==> src/hw/rtl/brcfz_pkg.sv <==
// Shared constants, command codes and the inter-cell word type for the bitmap allocator.
`default_nettype none

package brcfz_pkg;

  localparam int BITS_DEF = 256;  // default bitmap size
  localparam int CELL_W   = 8;    // bitmap bits held by one cell
  localparam int IDX_W    = 8;
  localparam int END_W    = 9;
  localparam int CMD_W    = 2;

  localparam logic [CMD_W-1:0] CMD_READ  = 2'd0;
  localparam logic [CMD_W-1:0] CMD_WRITE = 2'd1;
  localparam logic [CMD_W-1:0] CMD_CLEAR = 2'd2;
  localparam logic [CMD_W-1:0] CMD_CLAIM = 2'd3;

  // One command traveling down the chain, with the result built up so far.
  // found doubles as "already claimed" for cells further down.
  typedef struct packed {
    logic             valid;
    logic [CMD_W-1:0] command;
    logic [IDX_W-1:0] index;
    logic [END_W-1:0] range_end;
    logic             bit_value;
    logic             read_bit;
    logic             found;
    logic [IDX_W-1:0] position;
  } brcfz_wave_t;

endpackage

`default_nettype wire

==> src/hw/rtl/brcfz_cmd_if.sv <==
// Command channel: valid/ready with the command word payload.
`default_nettype none

interface brcfz_cmd_if;
  logic                        valid;
  logic                        ready;
  logic [brcfz_pkg::CMD_W-1:0] command;
  logic [brcfz_pkg::IDX_W-1:0] index;
  logic [brcfz_pkg::END_W-1:0] range_end;
  logic                        bit_value;

  modport source (output valid, command, index, range_end, bit_value, input ready);
  modport sink   (input valid, command, index, range_end, bit_value, output ready);
endinterface

`default_nettype wire

==> src/hw/rtl/brcfz_rsp_if.sv <==
// Result channel: valid/ready with the result word payload.
`default_nettype none

interface brcfz_rsp_if;
  logic                        valid;
  logic                        ready;
  logic                        read_bit;
  logic                        found;
  logic [brcfz_pkg::IDX_W-1:0] position;

  modport source (output valid, read_bit, found, position, input ready);
  modport sink   (input valid, read_bit, found, position, output ready);
endinterface

`default_nettype wire

==> src/hw/rtl/brcfz_cell.sv <==
// One chain cell: holds CELL_W bitmap bits and applies each passing command to them.
`default_nettype none

module brcfz_cell #(
  parameter int BITS    = brcfz_pkg::BITS_DEF,
  parameter int CELL_ID = 0
) (
  input  wire logic                   clk,
  input  wire logic                   rst_n,
  input  wire logic                   adv,
  input  wire brcfz_pkg::brcfz_wave_t wave_in,
  output brcfz_pkg::brcfz_wave_t      wave_out
);
  import brcfz_pkg::*;

  localparam int NCELL  = (BITS + CELL_W - 1) / CELL_W;
  localparam int SPAN_W = $clog2(NCELL * CELL_W + 1);
  localparam int POS_W  = (SPAN_W > END_W) ? SPAN_W : END_W;
  localparam int BASE   = CELL_ID * CELL_W;

  logic [CELL_W-1:0] bits_r, bits_nxt;
  brcfz_wave_t       wave_r, wave_nxt;
  logic [POS_W-1:0]  pos, idx_x, end_x;
  logic              live;

  always_comb begin
    bits_nxt = bits_r;
    wave_nxt = wave_in;
    idx_x    = POS_W'(wave_in.index);
    end_x    = POS_W'(wave_in.range_end);
    pos      = '0;
    live     = 1'b0;
    for (int j = 0; j < CELL_W; j++) begin
      pos  = POS_W'(BASE + j);
      live = wave_in.valid && (pos < POS_W'(BITS));  // padding bits past BITS never act
      unique case (wave_in.command)
        CMD_READ: begin
          if (live && pos == idx_x) wave_nxt.read_bit = bits_r[j];
        end
        CMD_WRITE: begin
          if (live && pos == idx_x) bits_nxt[j] = wave_in.bit_value;
        end
        CMD_CLEAR: begin
          if (live && pos >= idx_x && pos < end_x) bits_nxt[j] = 1'b0;
        end
        CMD_CLAIM: begin
          // first zero at or after index, unless an earlier bit already took it
          if (live && !wave_nxt.found && pos >= idx_x && !bits_r[j]) begin
            bits_nxt[j]       = 1'b1;
            wave_nxt.found    = 1'b1;
            wave_nxt.position = pos[IDX_W-1:0];
          end
        end
      endcase
    end
  end

  always_ff @(posedge clk) begin
    if (!rst_n) begin
      wave_r <= '0;
      bits_r <= '0;
    end else if (adv) begin
      wave_r <= wave_nxt;
      bits_r <= bits_nxt;
    end
  end

  assign wave_out = wave_r;

endmodule

`default_nettype wire

==> src/hw/rtl/bitmap_range_clear_find_zero_core.sv <==
// Bitmap allocator top level: command chain of cells and result handshake.
`default_nettype none

// Bitmap of BITS bits, all zero after reset, with read, write, range clear and
// claim-first-zero-at-or-after-index commands. The bitmap is split over a row of
// ceil(BITS/8) cells, 8 bits each; a command word enters the first cell on
// acceptance and moves one cell per cycle whenever the chain moves, each cell
// applying it to its own bits, so a claim finds the lowest free bit as the word
// sweeps upward. The word leaving the last cell is caught in an output register,
// which drives the result. Since every cell sees commands in order, a new word is
// accepted in every cycle the chain moves, one word per cycle sustained. A result
// waiting in the output register does not hold the input by itself; the whole
// chain stalls only while a word at the chain end cannot move into the output
// register because the result already there is held by a low out_rsp.ready.
module bitmap_range_clear_find_zero_core #(
  parameter int BITS = brcfz_pkg::BITS_DEF
) (
  input wire logic clk,
  input wire logic rst_n,
  brcfz_cmd_if.sink   in_cmd,
  brcfz_rsp_if.source out_rsp
);
  import brcfz_pkg::*;

  localparam int NCELL = (BITS + CELL_W - 1) / CELL_W;

  brcfz_wave_t      chain [NCELL+1];
  logic             adv;
  logic             out_valid_r, out_valid_nxt;
  logic             out_read_bit_r, out_read_bit_nxt;
  logic             out_found_r, out_found_nxt;
  logic [IDX_W-1:0] out_position_r, out_position_nxt;

  // chain moves when its end is a bubble or the output register can take the word
  assign adv = !chain[NCELL].valid || !out_valid_r || out_rsp.ready;

  always_comb begin
    chain[0]           = '0;
    chain[0].valid     = in_cmd.valid;
    chain[0].command   = in_cmd.command;
    chain[0].index     = in_cmd.index;
    chain[0].range_end = in_cmd.range_end;
    chain[0].bit_value = in_cmd.bit_value;
  end

  for (genvar c = 0; c < NCELL; c++) begin : g_cell
    brcfz_cell #(
      .BITS    (BITS),
      .CELL_ID (c)
    ) u_cell (
      .clk      (clk),
      .rst_n    (rst_n),
      .adv      (adv),
      .wave_in  (chain[c]),
      .wave_out (chain[c+1])
    );
  end

  always_comb begin
    out_valid_nxt    = out_valid_r;
    out_read_bit_nxt = out_read_bit_r;
    out_found_nxt    = out_found_r;
    out_position_nxt = out_position_r;
    if (out_rsp.ready) out_valid_nxt = 1'b0;
    if (adv && chain[NCELL].valid) begin
      out_valid_nxt    = 1'b1;
      out_read_bit_nxt = chain[NCELL].read_bit;
      out_found_nxt    = chain[NCELL].found;
      out_position_nxt = chain[NCELL].position;
    end
  end

  always_ff @(posedge clk) begin
    if (!rst_n) begin
      out_valid_r    <= 1'b0;
      out_read_bit_r <= 1'b0;
      out_found_r    <= 1'b0;
      out_position_r <= '0;
    end else begin
      out_valid_r    <= out_valid_nxt;
      out_read_bit_r <= out_read_bit_nxt;
      out_found_r    <= out_found_nxt;
      out_position_r <= out_position_nxt;
    end
  end

  assign in_cmd.ready     = adv;
  assign out_rsp.valid    = out_valid_r;
  assign out_rsp.read_bit = out_read_bit_r;
  assign out_rsp.found    = out_found_r;
  assign out_rsp.position = out_position_r;

endmodule

`default_nettype wire

==> src/flat_wrapper.sv <==
// flat-port wrapper written by rule: the top's interface ports become plain ports
module bitmap_range_clear_find_zero_core_flat import brcfz_pkg::*;
#(
  parameter int BITS = brcfz_pkg::BITS_DEF
)
  (clk, rst_n, in_cmd_valid, in_cmd_command, in_cmd_index, in_cmd_range_end, in_cmd_bit_value, in_cmd_ready, out_rsp_valid, out_rsp_read_bit, out_rsp_found, out_rsp_position, out_rsp_ready);
  brcfz_cmd_if in_cmd_i ();
  brcfz_rsp_if out_rsp_i ();
  input wire logic clk;
  input wire logic rst_n;
  input wire logic [$bits(in_cmd_i.valid)-1:0] in_cmd_valid;
  input wire logic [$bits(in_cmd_i.command)-1:0] in_cmd_command;
  input wire logic [$bits(in_cmd_i.index)-1:0] in_cmd_index;
  input wire logic [$bits(in_cmd_i.range_end)-1:0] in_cmd_range_end;
  input wire logic [$bits(in_cmd_i.bit_value)-1:0] in_cmd_bit_value;
  output wire logic [$bits(in_cmd_i.ready)-1:0] in_cmd_ready;
  output wire logic [$bits(out_rsp_i.valid)-1:0] out_rsp_valid;
  output wire logic [$bits(out_rsp_i.read_bit)-1:0] out_rsp_read_bit;
  output wire logic [$bits(out_rsp_i.found)-1:0] out_rsp_found;
  output wire logic [$bits(out_rsp_i.position)-1:0] out_rsp_position;
  input wire logic [$bits(out_rsp_i.ready)-1:0] out_rsp_ready;
  assign in_cmd_i.valid = in_cmd_valid;
  assign in_cmd_i.command = in_cmd_command;
  assign in_cmd_i.index = in_cmd_index;
  assign in_cmd_i.range_end = in_cmd_range_end;
  assign in_cmd_i.bit_value = in_cmd_bit_value;
  assign in_cmd_ready = in_cmd_i.ready;
  assign out_rsp_valid = out_rsp_i.valid;
  assign out_rsp_read_bit = out_rsp_i.read_bit;
  assign out_rsp_found = out_rsp_i.found;
  assign out_rsp_position = out_rsp_i.position;
  assign out_rsp_i.ready = out_rsp_ready;
  bitmap_range_clear_find_zero_core #(.BITS(BITS)) u_core (.clk(clk), .rst_n(rst_n), .in_cmd(in_cmd_i), .out_rsp(out_rsp_i));
endmodule
==> config.mk <==
export PLATFORM = sky130hd
export DESIGN_NAME = bitmap_range_clear_find_zero_core_flat
export DESIGN_NICKNAME = d
export VERILOG_FILES = /design/src/hw/rtl/brcfz_pkg.sv /design/src/hw/rtl/brcfz_cmd_if.sv /design/src/hw/rtl/brcfz_rsp_if.sv /design/src/hw/rtl/brcfz_cell.sv /design/src/hw/rtl/bitmap_range_clear_find_zero_core.sv /design/src/flat_wrapper.sv
export SDC_FILE = /design/constraint.sdc
export NUM_CORES = 2
export LEC_CHECK = 0
export CORE_ASPECT_RATIO = 0.8
export CORE_MARGIN = 2
export CORE_UTILIZATION = 30
export DETAILED_ROUTE_END_ITERATION = 8
export DONT_BUFFER_PORTS = 1
export SYNTH_ARGS = -nofsm -noshare
export SYNTH_HDL_FRONTEND = slang
export SYNTH_SLANG_ARGS = --single-unit
==> constraint.sdc <==
create_clock -name clk -period 2.88 [get_ports clk]
set_clock_uncertainty 0.2 [all_clocks]
set_input_delay 0 -clock clk [delete_from_list [all_inputs] [get_ports clk]]
set_output_delay 0 -clock clk [all_outputs]
set_load 0.03 [all_outputs]
==> summary.md <==
| Metric | Value |
|---|---|
| Crit path capture type | flip-flop |
| Register share of total power | a little under half |
| Worst Reg-to-Reg Cells | 7 |
| Post-DP HPWL | between 150000 and 200000 µm |
| Ys flop type | dfxtp_1 |
| Synth area leader | dfxtp_1 |
| End of the worst register-to-register path | u_core.g_cell[19].u_cell.wave_out[6]$_SDFFE_PN0P_ |
| Vias per cell | just under 6 |
| Max-cap violation count | 0 |
| CP max-delay cell | dlygate4sd3_1 |
| CP Data Required Time | 3.35 ns |
| Routed Antenna Nets | 0 |
| Sequential-to-total area share from yosys stat | between 30% and 40% |
| Final instance area | between 80000 and 90000 µm² |
| Pwr per Cell Area | around 440 nW/µm² |
| Crit-path cells | inv_8 -> dlygate4sd3_1 -> buf_12 -> buf_12 -> dlygate4sd3_1 -> nor2_1 |
| Worst R2R Setup Slack | approximately 0.03 ns |
| Distinct cell type count after synthesis | 101 |
| Pre-CTS setup slack | -0.0311 ns |
| DR vias | around 77000 |
| RSZ-0062 raised after global routing | true |
| RD Place Congestion | around 0.95 |
| Largest net degree at the start of global routing | 373 |
| # clock sinks | around 1200 |
| Peak supply drop | around 400 µV |
| First-pass GRT wire length | ~410000 µm |
| Root Buffer | clkbuf_16 |
| Failing checks | negative hold slack, max-slew violations, negative setup slack |
| CTS Buf Count | about 150 |
| Placeable Area | ~230000 µm² |
| CTS tree | built |
| Min cycle time layout | about 3.4 ns |
| Total gr overflow | 0 |
| Crit Path Category | in -> reg |
| Synth top area share | roughly 34% |
| Share of cells above drive strength 1 | roughly an eighth |
| Critical path arrival | between 3 and 4 ns |
| Hold Crit Start | rst_n |
| Num ports | 36 |
| Syn Inst Count | 9745 |
| Number of global-route vias before repair | about 72000 |
| Max_slew headroom | -30.4% |
| Top cells by count, synth | nand2_1, a21oi_1, dfxtp_1 |
| Post-Syn Area | approximately 70000 µm² |
| Syn_nets | slightly below 10000 |
| DIE AREA | approximately 240000 µm² |
| Clock slew at reported path FFs | approximately 0.070 ns |
| Switching part of the total | 22.9% |
| PortBufs | 0 |
| Sw Pwr | roughly 8.5 mW |
| Worst reg2reg startpoint | u_core.g_cell[31].u_cell.wave_out[30]$_SDFFE_PN0P_ |
| DRT iter0 DRCs | between 8000 and 9000 |
| Worst Path Buf+Inv | 5 |
| Most frequent cell after synthesis | nand2_1 |
| CP Launch Type | primary input |
| CTS max path bufs | 4 |
| Fin. Hold Viols | 74 |
| FP Rows | 158 |
| Pwr Total | 37.2 mW |
| Hold Crit Class | in -> reg |
| Worst setup margin | -0.515 ns |
| Worst Hold Depth | 1 |
| Achievable clock frequency | approximately 290 MHz |
| Die Span X | roughly 550 µm |
| WL final | between 200000 and 300000 µm |
| Outcome | finished with violations |
| Drt wl/cell | between 15 and 20 µm |
| Height of the die | roughly 440 µm |
| Synth async-reset ratio | 0% |
| Placed inst area | 76600 µm² |
| Final setup viols | 5 |
| # DRC | 0 |
| Max FO, Critical Path | 372 |
| Synth Warn # | 0 |
| Delay-heaviest family, CP | buffers and inverters |
| Worst-Skew Late Latency | 0.82 ns |
| Pins Over Slew Limit | 162 |
| Ant diodes | 0 |
| Initial antenna violation count | 2 |
| Mapped Avg Cell Area | ~7.2 µm² |
| Pint | approximately 29 mW |
| Crit share post-route | 118% |
| Initial Utilization | between 30% and 40% |
| P_leak | between 20 and 30 nW |
| Hold path endpoint | u_core.g_cell[26].u_cell.bits_r[0]$_SDFFE_PN0P_ |
| CP peak stage delay | between 0.8 and 0.9 ns |
| Area grow syn2layout | 20.9% |
| Worst Tran Pin Value | between 1.5 and 2 ns |
| Combinational Power Share | 2.7% |
| All-Layer GR Usage | 20.7% |
| EDFF count, synth | 0 |
| Hold slack | -0.586 ns |
| Synthesized flop and latch total | about 1200 |
| Largest cells by area after synthesis | dfxtp_1, nand2_1, a21oi_1, o21ai_0, nor2_1 |
| Core Util, Final | approximately 37% |
| H-Tree Depth | 4 |
| Pre-antenna DRT Iters | 7 |
| Clock Power Share | a little over half |
| Final Net Count | just over 10000 |
-- area by class of cell --
class	instances	area, µm²
sequential	1208	24200
timing repair buffer	931	8200
clock buffer	188	4090
clock inverter	64	840
fill	24349	147000
tap	3120	3900
multi-input combinational	7610	43000
inverter	198	771
-- routing by layer --
metal	vias to the layer above	share of wire, %	GRT usage [%]
met5	-	0	0
met1	37102	48	31.1
met2	3288	42	30.8
met3	425	7.7	3.17
met4	0	2.1	4.52
li1	36477	-	-
-- timing repair --
action	4_1_cts	5_1_grt
hold buffers	290	3
setup endpoints to repair	4	163
resized for setup	1	122
setup buffers	2	10
pin swaps	1	11
gates cloned	0	1
hold endpoints to repair	907	169
-- how the worst max path moves through the flow --
stage	startpoint	endpoint	slack, ns	depth (start not counted)
2_1_floorplan	u_core.g_cell[22].u_cell.wave_out[22]$_SDFFE_PN0P_	u_core.g_cell[23].u_cell.wave_out[3]$_SDFFE_PN0P_	0.17	8
3_3_place_gp	u_core.g_cell[15].u_cell.wave_out[23]$_SDFFE_PN0P_	u_core.g_cell[16].u_cell.wave_out[4]$_SDFFE_PN0P_	-0.04	7
3_5_place_dp	u_core.g_cell[15].u_cell.wave_out[23]$_SDFFE_PN0P_	u_core.g_cell[16].u_cell.wave_out[5]$_SDFFE_PN0P_	-0.03	7
4_1_cts	u_core.g_cell[17].u_cell.wave_out[25]$_SDFFE_PN0P_	u_core.g_cell[18].u_cell.wave_out[4]$_SDFFE_PN0P_	0.0009	7
5_1_grt	u_core.g_cell[30].u_cell.wave_out[21]$_SDFFE_PN0P_	u_core.g_cell[31].u_cell.wave_out[8]$_SDFFE_PN0P_	-0.05	7
6_report	rst_n	u_core.g_cell[3].u_cell.bits_r[3]$_SDFFE_PN0P_	-0.52	6
-- registers in the layout, indices dropped and copies added, names as in the netlist --
name and cells:
u_core.g_cell.u_cell.bits_r 256, u_core.g_cell.u_cell.wave_out 941, u_core.out_rsp.valid 1, u_core.out_rsp.read_bit 1, u_core.out_rsp.position 8, u_core.out_rsp.found 1
-- per-stage QoR --
stage | cells | setup TNS (ns) | hold slack [ns]
after floorplan | 9745 | 0 | -0.0595
after global placement | 12761 | -0.239 | -0.0554
after detailed placement | 12761 | -0.124 | -0.0532
after CTS | 13305 | 0 | -0.716
after global routing | 13319 | -0.202 | -0.684
final | 13319 | -2.51 | -0.586
-- logic make-up (layout without fill, tap and decap cells) --
family / after synthesis / after routing / share of synthesized area (%)
buffers and inverters: 927 / 1381 / 5.00
multiplexers: 167 / 167 / 2.67
AO/OA/AOI/OAI: 3423 / 3423 / 31.3
AND/OR/NAND/NOR: 4020 / 4020 / 26.6
flip-flops: 1208 / 1208 / 34.4
-- cells in the final DEF, fill, tap and decap left out, types with 82 or more instances in the layout --
cell / synthesis / final
a211oi_1: 122 / 118
a21o_1: 98 / 98
a21oi_1: 1266 / 1263
a31oi_1: 204 / 203
buf_4: 2 / 602
clkbuf_16: 0 / 150
dfxtp_1: 1208 / 1176
dlygate4sd3_1: 0 / 292
inv_1: 192 / 192
mux2i_1: 123 / 123
nand2_1: 1897 / 1892
nand2b_1: 105 / 105
nand3_1: 198 / 197
nand4_1: 82 / 82
nor2_1: 701 / 698
nor3_1: 313 / 307
nor4_1: 114 / 104
o211ai_1: 102 / 102
o21ai_0: 606 / 596
o221a_2: 92 / 92
-- worst reg2reg max path, cell delays in order, from the launching register on --
cell           delay, ns
dfxtp_1             0.35
and3_4              0.35
buf_12              0.29
buf_16              0.26
nand3_1             0.10
dlygate4sd3_1       0.64
dlygate4sd3_1       0.56
o21ai_0             0.07
-- power groups by stage --
stage	registers [mW]	logic, mW	clock network, mW
floorplan	17.2	0.608	0
global placement	17.2	0.771	0
detailed placement	17.2	0.776	0
CTS	16.9	0.959	19.8
global route	16.9	1.07	20.5
finish	16.9	0.987	19.4
(Power assumes the default switching activity.)
